[config.mk]
export PLATFORM = sky130hd
export DESIGN_NAME = superio_config_decoder_flat
export DESIGN_NICKNAME = d
export VERILOG_FILES = /design/src/hw/rtl/sioc_pkg.sv /design/src/hw/rtl/sioc_if.sv /design/src/hw/rtl/sioc_map_calc.sv /design/src/hw/rtl/sioc_regfile.sv /design/src/hw/rtl/superio_config_decoder.sv /design/src/flat_wrapper.sv
export VERILOG_INCLUDE_DIRS = /design/src /design/src/hw/rtl
export SDC_FILE = /design/constraint.sdc
export NUM_CORES = 1
export LEC_CHECK = 0
export BUFFER_PORTS_ARGS = -buffer_cell sky130_fd_sc_hd__buf_2
export CELL_PAD_IN_SITES_DETAIL_PLACEMENT = 0
export CELL_PAD_IN_SITES_GLOBAL_PLACEMENT = 1
export CORE_ASPECT_RATIO = 0.8
export CORE_MARGIN = 10
export CORE_UTILIZATION = 46
export DETAILED_ROUTE_END_ITERATION = 8
export GPL_TIMING_DRIVEN = 1
export HOLD_SLACK_MARGIN = 0.12
export PLACE_DENSITY_LB_ADDON = 0.25
export SYNTH_ARGS = -nofsm -noshare
export SYNTH_HDL_FRONTEND = slang
export SYNTH_HIERARCHICAL = 1
export SYNTH_SLANG_ARGS = --single-unit
[constraint.sdc]
create_clock -name i_clk -period 4.3 [get_ports i_clk]
set_input_delay 0.215 -clock i_clk [delete_from_list [all_inputs] [get_ports i_clk]]
set_output_delay 0.215 -clock i_clk [all_outputs]
set_load 0.03 [all_outputs]
[src/hw/rtl/assert_macros.svh]
// Assertion macros used by the configuration decoder top level.
`ifndef ASSERT_MACROS_SVH
`define ASSERT_MACROS_SVH

// Same-cycle implication, sampled on i_clk, ignored while i_rst_n is low.
`define SIOC_ASSERT(label, ante, cons) \
    label: assert property (@(posedge i_clk) disable iff (!i_rst_n) \
        (ante) |-> (cons)) else $error("sioc assertion failed");

// Next-cycle implication, sampled on i_clk, ignored while i_rst_n is low.
`define SIOC_ASSERT_NEXT(label, ante, cons) \
    label: assert property (@(posedge i_clk) disable iff (!i_rst_n) \
        (ante) |=> (cons)) else $error("sioc assertion failed");

`endif

[src/hw/rtl/sioc_pkg.sv]
// Package: constants, register offsets and shared types of the configuration decoder.
package sioc_pkg;

    localparam logic [7:0] IDX_UNLOCK = 8'h33;
    localparam logic [7:0] IDX_LOCK   = 8'hcc;
    localparam logic [7:0] REG_FIRST  = 8'ha0;
    localparam int         REG_COUNT  = 6;
    localparam int         REG_OFS_W  = 3;

    // Register offsets from REG_FIRST.
    localparam logic [REG_OFS_W-1:0] REG_FSR  = 3'd0;
    localparam logic [REG_OFS_W-1:0] REG_ASR  = 3'd1;
    localparam logic [REG_OFS_W-1:0] REG_MISC = 3'd4;

    localparam logic [9:0] LPT_ADDR_A   = 10'h378;
    localparam logic [9:0] LPT_ADDR_B   = 10'h278;
    localparam logic [9:0] LPT_ADDR_C   = 10'h3bc;
    localparam logic [9:0] COM1_BASE    = 10'h3f8;
    localparam logic [9:0] COM2_BASE    = 10'h2f8;
    localparam logic [9:0] FDC_PRI_BASE = 10'h3f0;
    localparam logic [9:0] FDC_SEC_BASE = 10'h370;
    localparam logic [9:0] IDE_PRI_BASE = 10'h1f0;
    localparam logic [9:0] IDE_SEC_BASE = 10'h170;
    localparam logic [9:0] IDE_CTRL_OFS = 10'h206;

    localparam logic [9:0] COM3_SEL0 = 10'h3e8;
    localparam logic [9:0] COM4_SEL0 = 10'h2e8;
    localparam logic [9:0] COM3_SEL1 = 10'h338;
    localparam logic [9:0] COM4_SEL1 = 10'h238;
    localparam logic [9:0] COM3_SEL2 = 10'h2e8;
    localparam logic [9:0] COM4_SEL2 = 10'h2e0;
    localparam logic [9:0] COM3_SEL3 = 10'h220;
    localparam logic [9:0] COM4_SEL3 = 10'h228;

    typedef struct packed {
        logic       req_type;
        logic       port_select;
        logic [7:0] write_data;
    } t_req;

    typedef struct packed {
        logic       lpt_en;
        logic [9:0] lpt_b;
        logic       u1_en;
        logic [9:0] u1_b;
        logic       u2_en;
        logic [9:0] u2_b;
        logic       fdc_en;
        logic [9:0] fdc_b;
        logic       ide_en;
        logic [9:0] ide_b;
        logic [9:0] ide_cb;
    } t_map;

endpackage

[src/hw/rtl/sioc_if.sv]
// Interfaces: request, response and configuration channels of the decoder.
interface sioc_req_if;
    logic       valid;
    logic       ready;
    logic       req_type;
    logic       port_select;
    logic [7:0] write_data;

    modport source (output valid, output req_type, output port_select, output write_data,
                    input ready);
    modport sink (input valid, input req_type, input port_select, input write_data,
                  output ready);
endinterface

interface sioc_rsp_if;
    logic       valid;
    logic       ready;
    logic [7:0] read_data;
    logic       lpt_enable;
    logic [9:0] lpt_addr;
    logic       uart1_enable;
    logic [9:0] uart1_base;
    logic       uart2_enable;
    logic [9:0] uart2_base;
    logic       fdc_enable;
    logic [9:0] fdc_addr;
    logic       ide_enable;
    logic [9:0] ide_addr;
    logic [9:0] ide_control_base;

    modport source (output valid, output read_data, output lpt_enable, output lpt_addr,
                    output uart1_enable, output uart1_base, output uart2_enable,
                    output uart2_base, output fdc_enable, output fdc_addr,
                    output ide_enable, output ide_addr, output ide_control_base,
                    input ready);
    modport sink (input valid, input read_data, input lpt_enable, input lpt_addr,
                  input uart1_enable, input uart1_base, input uart2_enable,
                  input uart2_base, input fdc_enable, input fdc_addr,
                  input ide_enable, input ide_addr, input ide_control_base,
                  output ready);
endinterface

interface sioc_cfg_if;
    logic valid;
    logic ready;
    logic data;

    modport source (output valid, output data, input ready);
    modport sink (input valid, input data, output ready);
endinterface

[src/hw/rtl/sioc_map_calc.sv]
// Resource map decode from the function, address and misc registers.
module sioc_map_calc (
    input  logic [7:0]      i_fsr,
    input  logic [7:0]      i_asr,
    input  logic [1:0]      i_com_sel,
    input  logic            i_ide_present,
    output sioc_pkg::t_map  o_map
);
    import sioc_pkg::*;

    logic [9:0] com3;
    logic [9:0] com4;
    logic [9:0] ide_b;

    always_comb begin
        case (i_com_sel)
            2'd0: begin
                com3 = COM3_SEL0;
                com4 = COM4_SEL0;
            end
            2'd1: begin
                com3 = COM3_SEL1;
                com4 = COM4_SEL1;
            end
            2'd2: begin
                com3 = COM3_SEL2;
                com4 = COM4_SEL2;
            end
            default: begin
                com3 = COM3_SEL3;
                com4 = COM4_SEL3;
            end
        endcase
    end

    assign ide_b = i_asr[7] ? IDE_SEC_BASE : IDE_PRI_BASE;

    always_comb begin
        o_map = '0;
        if (i_fsr[1:0] == 2'b00) begin
            o_map.lpt_en = 1'b1;
            o_map.lpt_b  = i_asr[1] ? LPT_ADDR_C : (i_asr[0] ? LPT_ADDR_B : LPT_ADDR_A);
        end
        if (i_fsr[2]) begin
            o_map.u1_en = 1'b1;
            o_map.u1_b  = i_asr[3] ? (i_asr[2] ? com4 : com3)
                                   : (i_asr[2] ? COM2_BASE : COM1_BASE);
        end
        if (i_fsr[3]) begin
            o_map.u2_en = 1'b1;
            o_map.u2_b  = i_asr[5] ? (i_asr[4] ? com4 : com3)
                                   : (i_asr[4] ? COM2_BASE : COM1_BASE);
        end
        if (i_fsr[4]) begin
            o_map.fdc_en = 1'b1;
            o_map.fdc_b  = i_asr[6] ? FDC_SEC_BASE : FDC_PRI_BASE;
        end
        if (i_ide_present && i_fsr[5]) begin
            o_map.ide_en = 1'b1;
            o_map.ide_b  = ide_b;
            o_map.ide_cb = 10'(ide_b + IDE_CTRL_OFS);
        end
    end

endmodule

[src/hw/rtl/sioc_regfile.sv]
// Index, lock, configuration bytes and the stored resource map.
module sioc_regfile (
    input  logic            i_clk,
    input  logic            i_rst_n,
    input  logic            i_acc,
    input  sioc_pkg::t_req  i_req,
    input  logic            i_ide_present,
    output logic [7:0]      o_rd_data,
    output sioc_pkg::t_map  o_map_next
);
    import sioc_pkg::*;

    logic [7:0]           r_index;
    logic [7:0]           n_index;
    logic                 r_locked;
    logic                 n_locked;
    logic [7:0]           r_bytes [REG_COUNT];
    logic [7:0]           n_bytes [REG_COUNT];
    t_map                 r_map;
    t_map                 n_map;
    t_map                 calc_map;
    logic                 reg_hit;
    logic [REG_OFS_W-1:0] reg_ofs;
    logic                 recompute;

    assign reg_hit = (r_index >= REG_FIRST) && (r_index < 8'(REG_FIRST + REG_COUNT));
    assign reg_ofs = REG_OFS_W'(r_index - REG_FIRST);

    // Reads change nothing; only a read of an implemented register returns data.
    assign o_rd_data = (!i_req.req_type && reg_hit) ? r_bytes[reg_ofs] : 8'h00;

    always_comb begin
        n_index   = r_index;
        n_locked  = r_locked;
        n_bytes   = r_bytes;
        recompute = 1'b0;
        if (i_acc && i_req.req_type) begin
            if (!i_req.port_select) begin
                n_index = i_req.write_data;
                if (i_req.write_data == IDX_UNLOCK) begin
                    n_locked = 1'b0;
                end else if (i_req.write_data == IDX_LOCK) begin
                    n_locked = 1'b1;
                end
            end else if (!r_locked && reg_hit) begin
                n_bytes[reg_ofs] = i_req.write_data;
                recompute = (reg_ofs == REG_FSR) || (reg_ofs == REG_ASR);
            end
        end
    end

    // COM3/COM4 choices come from the stored misc byte, so a misc write on its
    // own leaves the map alone.
    sioc_map_calc u_map_calc (
        .i_fsr        (n_bytes[REG_FSR]),
        .i_asr        (n_bytes[REG_ASR]),
        .i_com_sel    (r_bytes[REG_MISC][7:6]),
        .i_ide_present(i_ide_present),
        .o_map        (calc_map)
    );

    assign n_map      = recompute ? calc_map : r_map;
    assign o_map_next = n_map;

    always_ff @(posedge i_clk) begin
        if (!i_rst_n) begin
            r_index  <= '0;
            r_locked <= 1'b0;
            // The function register comes out of reset as 0x03, the rest as zero.
            for (int i = 0; i < REG_COUNT; i++) begin
                r_bytes[i] <= (i == int'(REG_FSR)) ? 8'h03 : 8'h00;
            end
            r_map    <= '0;
        end else begin
            r_index  <= n_index;
            r_locked <= n_locked;
            r_bytes  <= n_bytes;
            r_map    <= n_map;
        end
    end

endmodule

[src/hw/rtl/superio_config_decoder.sv]
// Top level of the index/data configuration decoder with its response register.
//
// Usage: bus accesses arrive as transactions on i_req (req_type 1 = write,
// port_select 0 = index port, 1 = data port, write_data). Writing 0x33 to the
// index port unlocks the block, 0xcc locks it; while unlocked, data writes
// reach the registers at indices 0xa0..0xa5. Each request transaction yields
// exactly one response transaction on o_rsp carrying read_data (the register
// at the current index on reads, zero on writes) and the resource map as it
// stands after the access. The map is rebuilt on writes to the function and
// address registers; i_cfg sets ide_present, which is sampled at that rebuild.
// Latency: the response is valid in the cycle after the request transaction.
// Throughput: one transaction per cycle, limited only by the single response
// register; i_req.ready stays high while that register is empty or being
// taken in the same cycle. If the receiver stalls, the response holds and the
// next request waits. Reset (synchronous, active low) empties the response
// register, clears index and lock, loads 0x03 into the function register and
// leaves every function disabled with zero bases.
`include "assert_macros.svh"

module superio_config_decoder (
    input  logic       i_clk,
    input  logic       i_rst_n,
    sioc_cfg_if.sink   i_cfg,
    sioc_req_if.sink   i_req,
    sioc_rsp_if.source o_rsp
);
    import sioc_pkg::*;

    logic       r_ide_present;
    logic       r_valid;
    logic       n_valid;
    logic [7:0] r_rd_data;
    t_map       r_map;
    t_req       req;
    logic       req_acc;
    logic [7:0] rd_data;
    t_map       map_next;

    // Configuration register always writable; write only while idle; unenforced.
    assign i_cfg.ready = 1'b1;

    always_ff @(posedge i_clk) begin
        if (!i_rst_n) begin
            r_ide_present <= 1'b0;
        end else if (i_cfg.valid) begin
            r_ide_present <= i_cfg.data;
        end
    end

    assign req.req_type    = i_req.req_type;
    assign req.port_select = i_req.port_select;
    assign req.write_data  = i_req.write_data;

    // A new request is taken whenever the response register is free or draining.
    assign i_req.ready = !r_valid || o_rsp.ready;
    assign req_acc     = i_req.valid && i_req.ready;

    sioc_regfile u_regfile (
        .i_clk        (i_clk),
        .i_rst_n      (i_rst_n),
        .i_acc        (req_acc),
        .i_req        (req),
        .i_ide_present(r_ide_present),
        .o_rd_data    (rd_data),
        .o_map_next   (map_next)
    );

    assign n_valid = req_acc || (r_valid && !o_rsp.ready);

    always_ff @(posedge i_clk) begin
        if (!i_rst_n) begin
            r_valid <= 1'b0;
        end else begin
            r_valid <= n_valid;
        end
    end

    // Response payload is loaded only with an accepted request.
    always_ff @(posedge i_clk) begin
        if (req_acc) begin
            r_rd_data <= rd_data;
            r_map     <= map_next;
        end
    end

    assign o_rsp.valid            = r_valid;
    assign o_rsp.read_data        = r_rd_data;
    assign o_rsp.lpt_enable       = r_map.lpt_en;
    assign o_rsp.lpt_addr         = r_map.lpt_b;
    assign o_rsp.uart1_enable     = r_map.u1_en;
    assign o_rsp.uart1_base       = r_map.u1_b;
    assign o_rsp.uart2_enable     = r_map.u2_en;
    assign o_rsp.uart2_base       = r_map.u2_b;
    assign o_rsp.fdc_enable       = r_map.fdc_en;
    assign o_rsp.fdc_addr         = r_map.fdc_b;
    assign o_rsp.ide_enable       = r_map.ide_en;
    assign o_rsp.ide_addr         = r_map.ide_b;
    assign o_rsp.ide_control_base = r_map.ide_cb;

    // A write transaction always answers with zero read data.
    `SIOC_ASSERT_NEXT(a_write_reads_zero, req_acc && i_req.req_type, o_rsp.read_data == 8'h00)
    // An accepted request always produces a response in the next cycle.
    `SIOC_ASSERT_NEXT(a_req_gives_rsp, req_acc, o_rsp.valid)
    // Disabled functions report zero bases.
    `SIOC_ASSERT(a_fdc_off_zero, o_rsp.valid && !o_rsp.fdc_enable, o_rsp.fdc_addr == 10'h000)
    `SIOC_ASSERT(a_ide_off_zero, o_rsp.valid && !o_rsp.ide_enable,
                 (o_rsp.ide_addr == 10'h000) && (o_rsp.ide_control_base == 10'h000))

endmodule
[src/flat_wrapper.sv]
// flat-port wrapper written by rule: the top's interface ports become plain ports
module superio_config_decoder_flat import sioc_pkg::*;
  (i_clk, i_rst_n, i_cfg_valid, i_cfg_data, i_cfg_ready, i_req_valid, i_req_req_type, i_req_port_select, i_req_write_data, i_req_ready, o_rsp_valid, o_rsp_read_data, o_rsp_lpt_enable, o_rsp_lpt_addr, o_rsp_uart1_enable, o_rsp_uart1_base, o_rsp_uart2_enable, o_rsp_uart2_base, o_rsp_fdc_enable, o_rsp_fdc_addr, o_rsp_ide_enable, o_rsp_ide_addr, o_rsp_ide_control_base, o_rsp_ready);
  sioc_cfg_if i_cfg_i ();
  sioc_req_if i_req_i ();
  sioc_rsp_if o_rsp_i ();
  input  logic i_clk;
  input  logic i_rst_n;
  input wire logic [$bits(i_cfg_i.valid)-1:0] i_cfg_valid;
  input wire logic [$bits(i_cfg_i.data)-1:0] i_cfg_data;
  output wire logic [$bits(i_cfg_i.ready)-1:0] i_cfg_ready;
  input wire logic [$bits(i_req_i.valid)-1:0] i_req_valid;
  input wire logic [$bits(i_req_i.req_type)-1:0] i_req_req_type;
  input wire logic [$bits(i_req_i.port_select)-1:0] i_req_port_select;
  input wire logic [$bits(i_req_i.write_data)-1:0] i_req_write_data;
  output wire logic [$bits(i_req_i.ready)-1:0] i_req_ready;
  output wire logic [$bits(o_rsp_i.valid)-1:0] o_rsp_valid;
  output wire logic [$bits(o_rsp_i.read_data)-1:0] o_rsp_read_data;
  output wire logic [$bits(o_rsp_i.lpt_enable)-1:0] o_rsp_lpt_enable;
  output wire logic [$bits(o_rsp_i.lpt_addr)-1:0] o_rsp_lpt_addr;
  output wire logic [$bits(o_rsp_i.uart1_enable)-1:0] o_rsp_uart1_enable;
  output wire logic [$bits(o_rsp_i.uart1_base)-1:0] o_rsp_uart1_base;
  output wire logic [$bits(o_rsp_i.uart2_enable)-1:0] o_rsp_uart2_enable;
  output wire logic [$bits(o_rsp_i.uart2_base)-1:0] o_rsp_uart2_base;
  output wire logic [$bits(o_rsp_i.fdc_enable)-1:0] o_rsp_fdc_enable;
  output wire logic [$bits(o_rsp_i.fdc_addr)-1:0] o_rsp_fdc_addr;
  output wire logic [$bits(o_rsp_i.ide_enable)-1:0] o_rsp_ide_enable;
  output wire logic [$bits(o_rsp_i.ide_addr)-1:0] o_rsp_ide_addr;
  output wire logic [$bits(o_rsp_i.ide_control_base)-1:0] o_rsp_ide_control_base;
  input wire logic [$bits(o_rsp_i.ready)-1:0] o_rsp_ready;
  assign i_cfg_i.valid = i_cfg_valid;
  assign i_cfg_i.data = i_cfg_data;
  assign i_cfg_ready = i_cfg_i.ready;
  assign i_req_i.valid = i_req_valid;
  assign i_req_i.req_type = i_req_req_type;
  assign i_req_i.port_select = i_req_port_select;
  assign i_req_i.write_data = i_req_write_data;
  assign i_req_ready = i_req_i.ready;
  assign o_rsp_valid = o_rsp_i.valid;
  assign o_rsp_read_data = o_rsp_i.read_data;
  assign o_rsp_lpt_enable = o_rsp_i.lpt_enable;
  assign o_rsp_lpt_addr = o_rsp_i.lpt_addr;
  assign o_rsp_uart1_enable = o_rsp_i.uart1_enable;
  assign o_rsp_uart1_base = o_rsp_i.uart1_base;
  assign o_rsp_uart2_enable = o_rsp_i.uart2_enable;
  assign o_rsp_uart2_base = o_rsp_i.uart2_base;
  assign o_rsp_fdc_enable = o_rsp_i.fdc_enable;
  assign o_rsp_fdc_addr = o_rsp_i.fdc_addr;
  assign o_rsp_ide_enable = o_rsp_i.ide_enable;
  assign o_rsp_ide_addr = o_rsp_i.ide_addr;
  assign o_rsp_ide_control_base = o_rsp_i.ide_control_base;
  assign o_rsp_i.ready = o_rsp_ready;
  superio_config_decoder u_core (.i_clk(i_clk), .i_rst_n(i_rst_n), .i_cfg(i_cfg_i), .i_req(i_req_i), .o_rsp(o_rsp_i));
endmodule
After elaboration in Yosys (flattened, before gate mapping)
Cells that the tools add are included. Widths: inputs -> output; s select.

Bits in registers: 197. Input port bits: 16. Output and inout bits: 76. Logic and storage cells: 101.

Add/sub/neg operators: 2. Order comparisons: 4. Equality and inequality tests: 5. Muxes and demuxes: 32. Bitwise operators: 2. Reduce and logical (&&, ||, !) cells: 22.

Operators with widths (number): $mux 46 (3); $mux 65 (1); $bwmux 48 (1); $mux 9 (5); $mux 11 (4); $mux 8 (5); $mux 10 (3); $pmux 9 s3 (1); $bmux 8 s3 (1); $demux 8 s3 (1); $pmux 8 s3 (1); $mux 21 (1); $add 9x10->10 const B (1); $eq 8x6->1 const B (1); $eq 8x8->1 const B (1); $ge 8x8->1 const B (1); $logic_and 1x1->1 (8); $lt 8x8->1 const B (1); $reduce_and 3->1 (2); $mux 1 (5); $ge 4x4->1 const B (1); $logic_not 1->1 (4); $logic_not 2->1 (2); $lt 4x1->1 const B (1); 10 further kinds (12).

Longest topological paths before layout
Gate-level depths: netlist of the first run.

Depth in word-level cells: 14. Mapped depth: 12. Gate-level depth less buffers: 10.

Cells and area by module
The synthesis of the first run kept the hierarchy.

Modules (own cells, without submodules): sioc_regfile (instances 1, cells an instance 661, area each 5487.8 um2, seq. area each 2442.3 um2); superio_config_decoder (instances 1, cells an instance 83, area each 2297.2 um2, seq. area each 2232.1 um2); sioc_map_calc (instances 1, cells an instance 72, area each 516.7 um2, seq. area each 0.0 um2).

Worst setup path before layout of the first run
No wires, ideal clock.

Path type: register -> register. Start point: reg u_core.r_valid (netlist: u_core/o_rsp.valid). End point: reg u_core.r_map, in the netlist u_core/o_rsp.ide_addr[7] (data pin). Setup time: 0.254 ns. Arrival: 3.306 ns. Required time: 4.046 ns. Setup slack: 0.740 ns. Cell stages (with the launch flop): 12. Buffers on the path: 1. Period minus slack after synthesis: 3.560 ns. Path through: dfxtp_1 > nand2b_4 > and2_4 > and4b_1 > nand2_2 > nor4_2 > mux2_2 > and2_1 > nor2b_1 > buf_4 > nand2_1 > nand2_1.

RTL lines: start: declaration (RTL line superio_config_decoder.sv:30) `logic r_valid;`; start signal: assignment (RTL line superio_config_decoder.sv:74) `r_valid <= n_valid;`; end signal: assignment (RTL line superio_config_decoder.sv:82) `r_map <= map_next;`; end: declaration (RTL line superio_config_decoder.sv:33) `t_map r_map;`.

==> results.json, run 1 <==
{
  "tns_ns": 0,
  "max-vdd-ir-drop_mv": 0.2414,
  "reg2reg_slack_ns": 1.14,
  "synth_area_um2": 8279,
  "postRouteAntennaNets": 0,
  "drt_wl_total_um": 18300,
  "comb_power_share_pct": 5.4,
  "port_buffers": 90,
  "switching_share_pct": 22.36,
  "cp_max_fo": 27,
  "post-place-cells": 1061,
  "grt_pass1_vias": 5631,
  "p_seq_share_pct": 51.7,
  "worstPathRequired_ns": 4.65,
  "worstMarginPinSlew_ns": 0.9971,
  "die_y_um": 140.0,
  "die_area_um2": 23800,
  "dpl_cell_area_um2": 8566,
  "core_um2": 17490,
  "maxCapViolations": 0,
  "cts_setup_buffers": 0,
  "multi_input_area_um2": 3074,
  "initial_core_util_pct": 47.35,
  "rows": 43,
  "critPathArrivalTime_ns": 3.52,
  "place_congestion": 0.8154,
  "seqCellArea_um2": 4674,
  "die_w_um": 170.0,
  "syn_avg_cell_area_um2": 10.17,
  "setup_viol": 0,
  "worst_setup_path_start_kind": "input port",
  "cts_buffer_depth": 2,
  "slew_viol_final": 0,
  "pwr-share-clk_pct": 42.9,
  "areaGrowthSynthToFinish_pct": 11.79,
  "finClkSkew_ns": 0.01059,
  "drc": 0,
  "power_per_cell_area_nw_per_um2": 413.3,
  "ioPinCount": 92,
  "rsz0062_at_grt": "no",
  "fin_crit_ns": 3.172,
  "drive_gt1_share_pct": 17.58,
  "hold_viol": 0,
  "grt.total_usage_pct": 15.26,
  "cp-end-kind": "register",
  "max_freq_ghz": 0.3153,
  "tritoncts": "yes",
  "hold_class": "in2reg",
  "dr.pass1.iters": 4,
  "switchingPower_mw": 0.8554,
  "leakage_nw": 3.937,
  "total_power_mw": 3.825,
  "clock_latency_ns": 0.43,
  "final_area_um2": 9255,
  "numClockSinks": 197,
  "clk_pin_slew_ns": 0.07,
  "worstSetupPathType": "in2reg",
  "layoutNonFillerInstCount": 1101,
  "grt_max_degree": 77,
  "clockRootBuffer": "clkbuf_16",
  "drt-initial-drc-count": 302,
  "nets": 879,
  "routedWlPerCell_um": 16.62,
  "viasPerCell": 5.164,
  "synth_warnings": 6,
  "gr-total-overflow": 0,
  "cts_buffers": 17,
  "place_hpwl_um": 12100,
  "grt_pass1_wl_um": 29160,
  "final.fill_count": 1565,
  "slew_headroom_pct": 33.16,
  "timing.hold.ws_ns": 0.1391,
  "diodes": 0,
  "vias": 5686,
  "h-tree-depth": 4,
  "antenna_found_initial": 0,
  "period_share_pct": 73.76,
  "postSynthCellCount": 814,
  "status": "finished clean",
  "p_int_mw": 2.970
}
## critical path, stage by stage
cell,delay [ns]
dlygate4sd3_1,0.54
buf_2,0.11
and2_4,0.37
and4b_1,0.34
nand2_2,0.15
or4_4,0.71
mux2_4,0.38
a21boi_0,0.36
nand2_1,0.13
a21boi_0,0.19
## cell usage in the layout, fill, tap and decap left out, types with 5 or more instances in the layout
cell	n
nand2_1	277
dfxtp_1	124
buf_2	89
a21boi_0	78
edfxtp_1	73
mux2i_1	53
conb_1	20
clkbuf_16	17
mux2_2	12
dlygate4sd3_1	8
buf_4	8
nor2b_1	8
nor2_1	8
a211oi_1	8
o21ai_0	8
inv_1	7
o21a_1	5
## metal layers
layer  up-vias  GRT usage (%)  part of all wire, %
li1       2787              -                    -
met1      2758          19.47                   46
met2       127          24.81                   48
met3        14          4.044                  5.1
met4         0          4.470                 0.87
met5         -              0                    0
## power groups by stage
stage	combinational [mW]	sequential, mW	clock [mW]
6_report	0.207	1.98	1.64
5_1_grt	0.222	1.98	1.75
3_3_place_gp	0.203	2.02	0
3_5_place_dp	0.203	2.02	0
2_1_floorplan	0.0838	2.08	0
4_1_cts	0.210	1.98	1.68
## final timing paths
kind                                          start  depth (start not counted)                     endpoint
worst max register to register   u_core/o_rsp.valid                          9   u_core/u_regfile/r_map[39]
worst max-delay path                    i_req_valid                         10   u_core/u_regfile/r_map[39]
worst min-delay path            i_req_write_data[5]                          3  u_core/u_regfile/r_index[5]
worst min register to register             register                          2                     register
## area by class of cell
class | count | area share, %
sequential | 197 | 50.51
multi-input combinational | 534 | 33.22
inverter | 8 | 0.3245
clock inverter | 11 | 1.609
tap | 225 | 3.042
timing repair buffer | 105 | 6.327
clock buffer | 21 | 4.975
## metrics by stage
stage / utilization (%) / setup slack, ns
2_1_floorplan: - / 0.8262
3_3_place_gp: 48.99 / 1.223
3_5_place_dp: 48.99 / 1.123
4_1_cts: 52.93 / 1.109
5_1_grt: 52.93 / 0.9168
6_report: 52.93 / 1.128
## repair_timing
action / CTS / global route
endpoints found under the hold margin: 6 / 0
hold buffers: 8 / 0
gates resized for setup: 0 / 0
No activity file was read; power rests on OpenSTA's default activity.
==> run 2: changes to the inputs <==
- ABC_AREA: unset -> 1
- CORE_UTILIZATION: 46 -> 39
- clock period: 4.3 -> 2.9 ns (I/O delays scaled with it)
==> results.json, run 2 <==
{
  "highest_layer": "met4",
  "cp_slowest_cell": "dlygate4sd3_1",
  "synth_warnings": 6,
  "fin_crit_ns": 2.527,
  "drt_wl_total_um": 21400,
  "critPathArrivalTime_ns": 2.84,
  "power_per_cell_area_nw_per_um2": 568.3,
  "final_common_cell": "nand2_1",
  "reg2reg_to": "u_core/o_rsp.lpt_addr[7]",
  "ctsResizeCount": 0,
  "switchingPower_mw": 1.484,
  "postRouteAntennaNets": 0,
  "grt_pass1_wl_um": 34760,
  "die_y_um": 155.8,
  "p_seq_share_pct": 50.6,
  "slew_viol_final": 0,
  "crit_top_cell": "nand2_1",
  "synth_area_um2": 8990,
  "diodes": 0,
  "grt_max_degree": 67,
  "drt-initial-drc-count": 443,
  "max-vdd-ir-drop_mv": 0.3741,
  "clockRootBuffer": "clkbuf_16",
  "final_cell_mix": "271 x nand2_1, 262 x inv_1, 161 x nor2_1",
  "post-place-cells": 1517,
  "grt_pass1_vias": 6487,
  "cp-end-kind": "register",
  "syn_avg_cell_area_um2": 7.536,
  "clock_latency_ns": 0.44,
  "hold_viol": 0,
  "reg2reg_depth": 12,
  "cts_buffer_depth": 2,
  "switching_share_pct": 25.58,
  "drc": 0,
  "comb_power_share_pct": 6.9,
  "setup_viol": 0,
  "p_int_mw": 4.318,
  "cts_buffers": 17,
  "areaGrowthSynthToFinish_pct": 13.57,
  "period_share_pct": 87.14,
  "dr.pass1.iters": 5,
  "hp-start": "i_req_req_type",
  "ioPinCount": 92,
  "grt.total_usage_pct": 14.69,
  "holdPathStages": 5,
  "hold_class": "in2reg",
  "wl_met3_um": 1035,
  "h-tree-depth": 4,
  "reg2reg_slack_ns": 0.41,
  "nets": 1261,
  "multi_input_area_um2": 2715,
  "timing.hold.ws_ns": 0.2336,
  "tns_ns": 0,
  "vias": 6868,
  "gr-total-overflow": 0,
  "status": "finished clean",
  "wirelength_met1_um": 10470,
  "die_area_um2": 29560,
  "core_um2": 22560,
  "layoutNonFillerInstCount": 1564,
  "crit_chain": "dlygate4sd3_1, buf_2, inv_2, a21oi_4, nand2_1, nor2_4, nand3_1, nand2_1, nand2_1, or2_4, nor2_1, inv_1, nand4_1, nand2_1, inv_1",
  "max_freq_ghz": 0.3957,
  "worstMarginPinSlew_ns": 0.9077,
  "dpl_cell_area_um2": 9443,
  "r2r-start": "u_core/o_rsp.valid",
  "antenna_found_initial": 0,
  "wl_met2_um": 9589,
  "cp.buffers_inverters": 5,
  "drive_gt1_share_pct": 14.15,
  "numClockSinks": 197,
  "worstSetupPathType": "in2reg",
  "leakage_nw": 5.206,
  "place_congestion": 0.8158,
  "cp_max_fo": 11,
  "rows": 49,
  "worst_setup_path_start_kind": "input port",
  "viasPerCell": 4.391,
  "initial_core_util_pct": 39.85,
  "crit_family": "simple AND/OR/NAND/NOR gates",
  "routedWlPerCell_um": 13.68,
  "rsz0062_at_grt": "no",
  "slew_headroom_pct": 39.49,
  "clk_pin_slew_ns": 0.07,
  "maxCapViolations": 0,
  "postSynthCellCount": 1193,
  "pwr-share-clk_pct": 42.5,
  "final.fill_count": 2352,
  "place_hpwl_um": 13570,
  "port_buffers": 90,
  "finClkSkew_ns": 0.01285,
  "tritoncts": "yes",
  "min_delay_worst_endpoint": "u_core/u_regfile/r_index[3]",
  "final_area_um2": 10210,
  "slowest_delay_ns": 0.52,
  "die_w_um": 189.7,
  "seqCellArea_um2": 4678,
  "worstPathRequired_ns": 3.21
}
-- run 2: what timing repair did --
item                       4_1_cts  5_1_grt
buffers inserted                 0        0
hold buffers                    15        0
hold endpoints to repair        55        0
setup endpoints to repair        0        0
-- run 2: power groups by stage --
stage | clock [mW] | combinational (mW) | sequential [mW]
2_1_floorplan | 0 | 0.170 | 3.09
3_3_place_gp | 0 | 0.388 | 3.00
3_5_place_dp | 0 | 0.388 | 3.00
4_1_cts | 2.55 | 0.404 | 2.94
5_1_grt | 2.64 | 0.432 | 2.94
6_report | 2.47 | 0.398 | 2.94
-- run 2: metal layers --
metal | track usage [%] | vias to the layer above
li1 | - | 3641
met1 | 19.82 | 3071
met2 | 22.79 | 135
met3 | 3.396 | 21
met4 | 4.791 | 0
met5 | 0 | -
-- run 2: worst max path at each step --
| stage | from | to | depth (start not counted) |
|---|---|---|---|
| after floorplan | u_core/o_rsp.valid | u_core/o_rsp.lpt_addr[4] | 14 |
| final | o_rsp_ready | u_core/o_rsp.lpt_addr[7] | 15 |
| after global routing | o_rsp_ready | u_core/o_rsp.lpt_addr[2] | 15 |
| after CTS | o_rsp_ready | u_core/o_rsp.lpt_addr[7] | 15 |
| after detailed placement | u_core/o_rsp.valid | u_core/o_rsp.lpt_addr[7] | 12 |
| after global placement | u_core/o_rsp.valid | u_core/o_rsp.lpt_addr[7] | 12 |
-- run 2: worst min-delay path: stages --
cell     delay, ns
buf_2         0.12
nand2_1       0.12
nor2_1        0.07
inv_1         0.10
a21oi_1       0.07
-- run 2: through the flow --
step | setup WS [ns] | power, mW | utilization, %
final | 0.3730 | 5.802 | 45.25
after detailed placement | 0.4504 | 3.389 | 41.85
after CTS | 0.4115 | 5.890 | 45.25
after global routing | 0.2121 | 6.014 | 45.25
after global placement | 0.4705 | 3.388 | 41.85
after floorplan | -0.5088 | 3.264 | -
-- run 2: cell type report --
class,count,area share (%)
tap,306,3.750
timing repair buffer,122,7.255
clock inverter,15,1.875
inverter,286,10.54
clock buffer,17,4.167
sequential,197,45.82
multi-input combinational,621,26.59
==> run 3: changes to the inputs <==
- CORE_ASPECT_RATIO: 0.8 -> unset
==> results.json, run 3 (synthesis results as in run 2) <==
{
  "status": "finished clean",
  "ioPinCount": 92,
  "die_y_um": 171.8,
  "wl_met2_um": 9491,
  "crit_chain": "nand2_1, nand2_1, nor2_4, buf_4, buf_4, nand4_1, nand2_1, inv_1, nand2_1, a21oi_1, inv_1, nand4_1, nand2_1, inv_1",
  "cts_buffer_depth": 2,
  "setup_viol": 0,
  "clockRootBuffer": "clkbuf_16",
  "highest_layer": "met4",
  "place_congestion": 0.8168,
  "slew_headroom_pct": 50.06,
  "wirelength_met1_um": 9908,
  "viasPerCell": 4.474,
  "tritoncts": "yes",
  "postRouteAntennaNets": 0,
  "grt.total_usage_pct": 14.37,
  "maxCapViolations": 0,
  "die_w_um": 171.8,
  "switching_share_pct": 24.53,
  "place_hpwl_um": 13320,
  "comb_power_share_pct": 7.1,
  "pwr-share-clk_pct": 40.1,
  "seqCellArea_um2": 4678,
  "crit_top_cell": "nand2_1",
  "hold_class": "in2reg",
  "antenna_found_initial": 0,
  "period_share_pct": 85.24,
  "gr-total-overflow": 0,
  "die_area_um2": 29520,
  "diodes": 0,
  "worstPathRequired_ns": 3.08,
  "holdBufCountCts": 13,
  "numClockSinks": 197,
  "ctsResizeCount": 0,
  "final_cell_mix": "271 x nand2_1, 262 x inv_1, 161 x nor2_1",
  "core_um2": 22640,
  "vias": 6886,
  "leakage_nw": 5.161,
  "p_int_mw": 4.190,
  "drt-initial-drc-count": 414,
  "power_per_cell_area_nw_per_um2": 550.8,
  "critPathArrivalTime_ns": 2.66,
  "grt_max_degree": 66,
  "clk_pin_slew_ns": 0.07,
  "clock_latency_ns": 0.43,
  "cp-end-kind": "register",
  "routedWlPerCell_um": 13.33,
  "wl_met3_um": 889,
  "p_seq_share_pct": 52.8,
  "final_common_cell": "nand2_1",
  "dpl_cell_area_um2": 9409,
  "cp.buffers_inverters": 5,
  "nets": 1257,
  "finalCoreUtilization_pct": 44.52,
  "slowest_delay_ns": 0.39,
  "slew_viol_final": 0,
  "hold_viol": 0,
  "worstSetupPathType": "reg2reg",
  "drc": 0,
  "final.fill_count": 2296,
  "port_buffers": 90,
  "rsz0062_at_grt": "no",
  "switchingPower_mw": 1.362,
  "finClkSkew_ns": 0.01581,
  "drt_wl_total_um": 20520,
  "dr.pass1.iters": 5,
  "cp_slowest_cell": "dfxtp_1",
  "cts_setup_buffers": 0,
  "max_freq_ghz": 0.4045,
  "areaGrowthSynthToFinish_pct": 12.12,
  "grt_pass1_wl_um": 33790,
  "h-tree-depth": 4,
  "rows": 55,
  "cp_max_fo": 25,
  "max-vdd-ir-drop_mv": 0.3615,
  "initial_core_util_pct": 39.71,
  "cts_buffers": 17,
  "worstMarginPinSlew_ns": 0.7480,
  "worst_setup_path_start_kind": "register",
  "fin_crit_ns": 2.472,
  "final_area_um2": 10080,
  "grt_pass1_vias": 6552,
  "multi_input_area_um2": 2723,
  "drive_gt1_share_pct": 13.72,
  "crit_family": "simple AND/OR/NAND/NOR gates"
}
-- run 3: area by class of cell --
class,instances,share of cell area [%]
Clock inverter,12,1.030
Clock buffer,20,4.332
Multi-Input combinational cell,621,27.01
Sequential cell,197,46.41
Timing Repair Buffer,118,7.001
Tap cell,285,3.538
Inverter,286,10.68
-- run 3: metrics by stage --
step	setup TNS, ns	hold WS [ns]	power (mW)	setup slack, ns	std cells
finish	0	0.1841	5.551	0.4281	1539
global route	0	0.2081	5.773	0.1791	1539
CTS	0	0.1588	5.634	0.4349	1539
detailed placement	0	0.3739	3.383	0.4540	1494
global placement	0	0.3759	3.384	0.4928	1494
floorplan	-39.13	0.2572	3.264	-0.5088	1211
-- run 3: per-layer routing --
metal / up-vias / global-route usage, %
met5: - / 0
met4: 0 / 4.160
met3: 13 / 2.888
met2: 121 / 23.62
met1: 3126 / 18.70
li1: 3626 / -
-- run 3: worst paths after layout --
kind	cells after the start	slack, ns	start	end
min reg2reg	2	0.49	u_core/u_regfile/r_bytes[40]	u_core/u_regfile/r_bytes[40]
max reg2reg	14	0.43	u_core/u_regfile/r_index[1]	u_core/o_rsp.uart1_base[3]
max	14	0.43	u_core/u_regfile/r_index[1]	u_core/o_rsp.uart1_base[3]
min	5	0.18	i_req_port_select	u_core/u_regfile/r_index[1]
-- run 3: power groups by stage --
stage / Sequential (mW) / Clock (mW) / Combinational (mW)
after floorplan: 3.09 / 0 / 0.170
after global placement: 3.00 / 0 / 0.387
after detailed placement: 3.00 / 0 / 0.385
after CTS: 2.93 / 2.30 / 0.399
after global routing: 2.94 / 2.41 / 0.426
final: 2.93 / 2.23 / 0.392
-- run 3: tightest hold or removal path, delay by kind of cell --
kind / cells / cell delay (ns)
compound gates: 1 / 0.05
buf+inv: 2 / 0.26
simple gates: 2 / 0.12
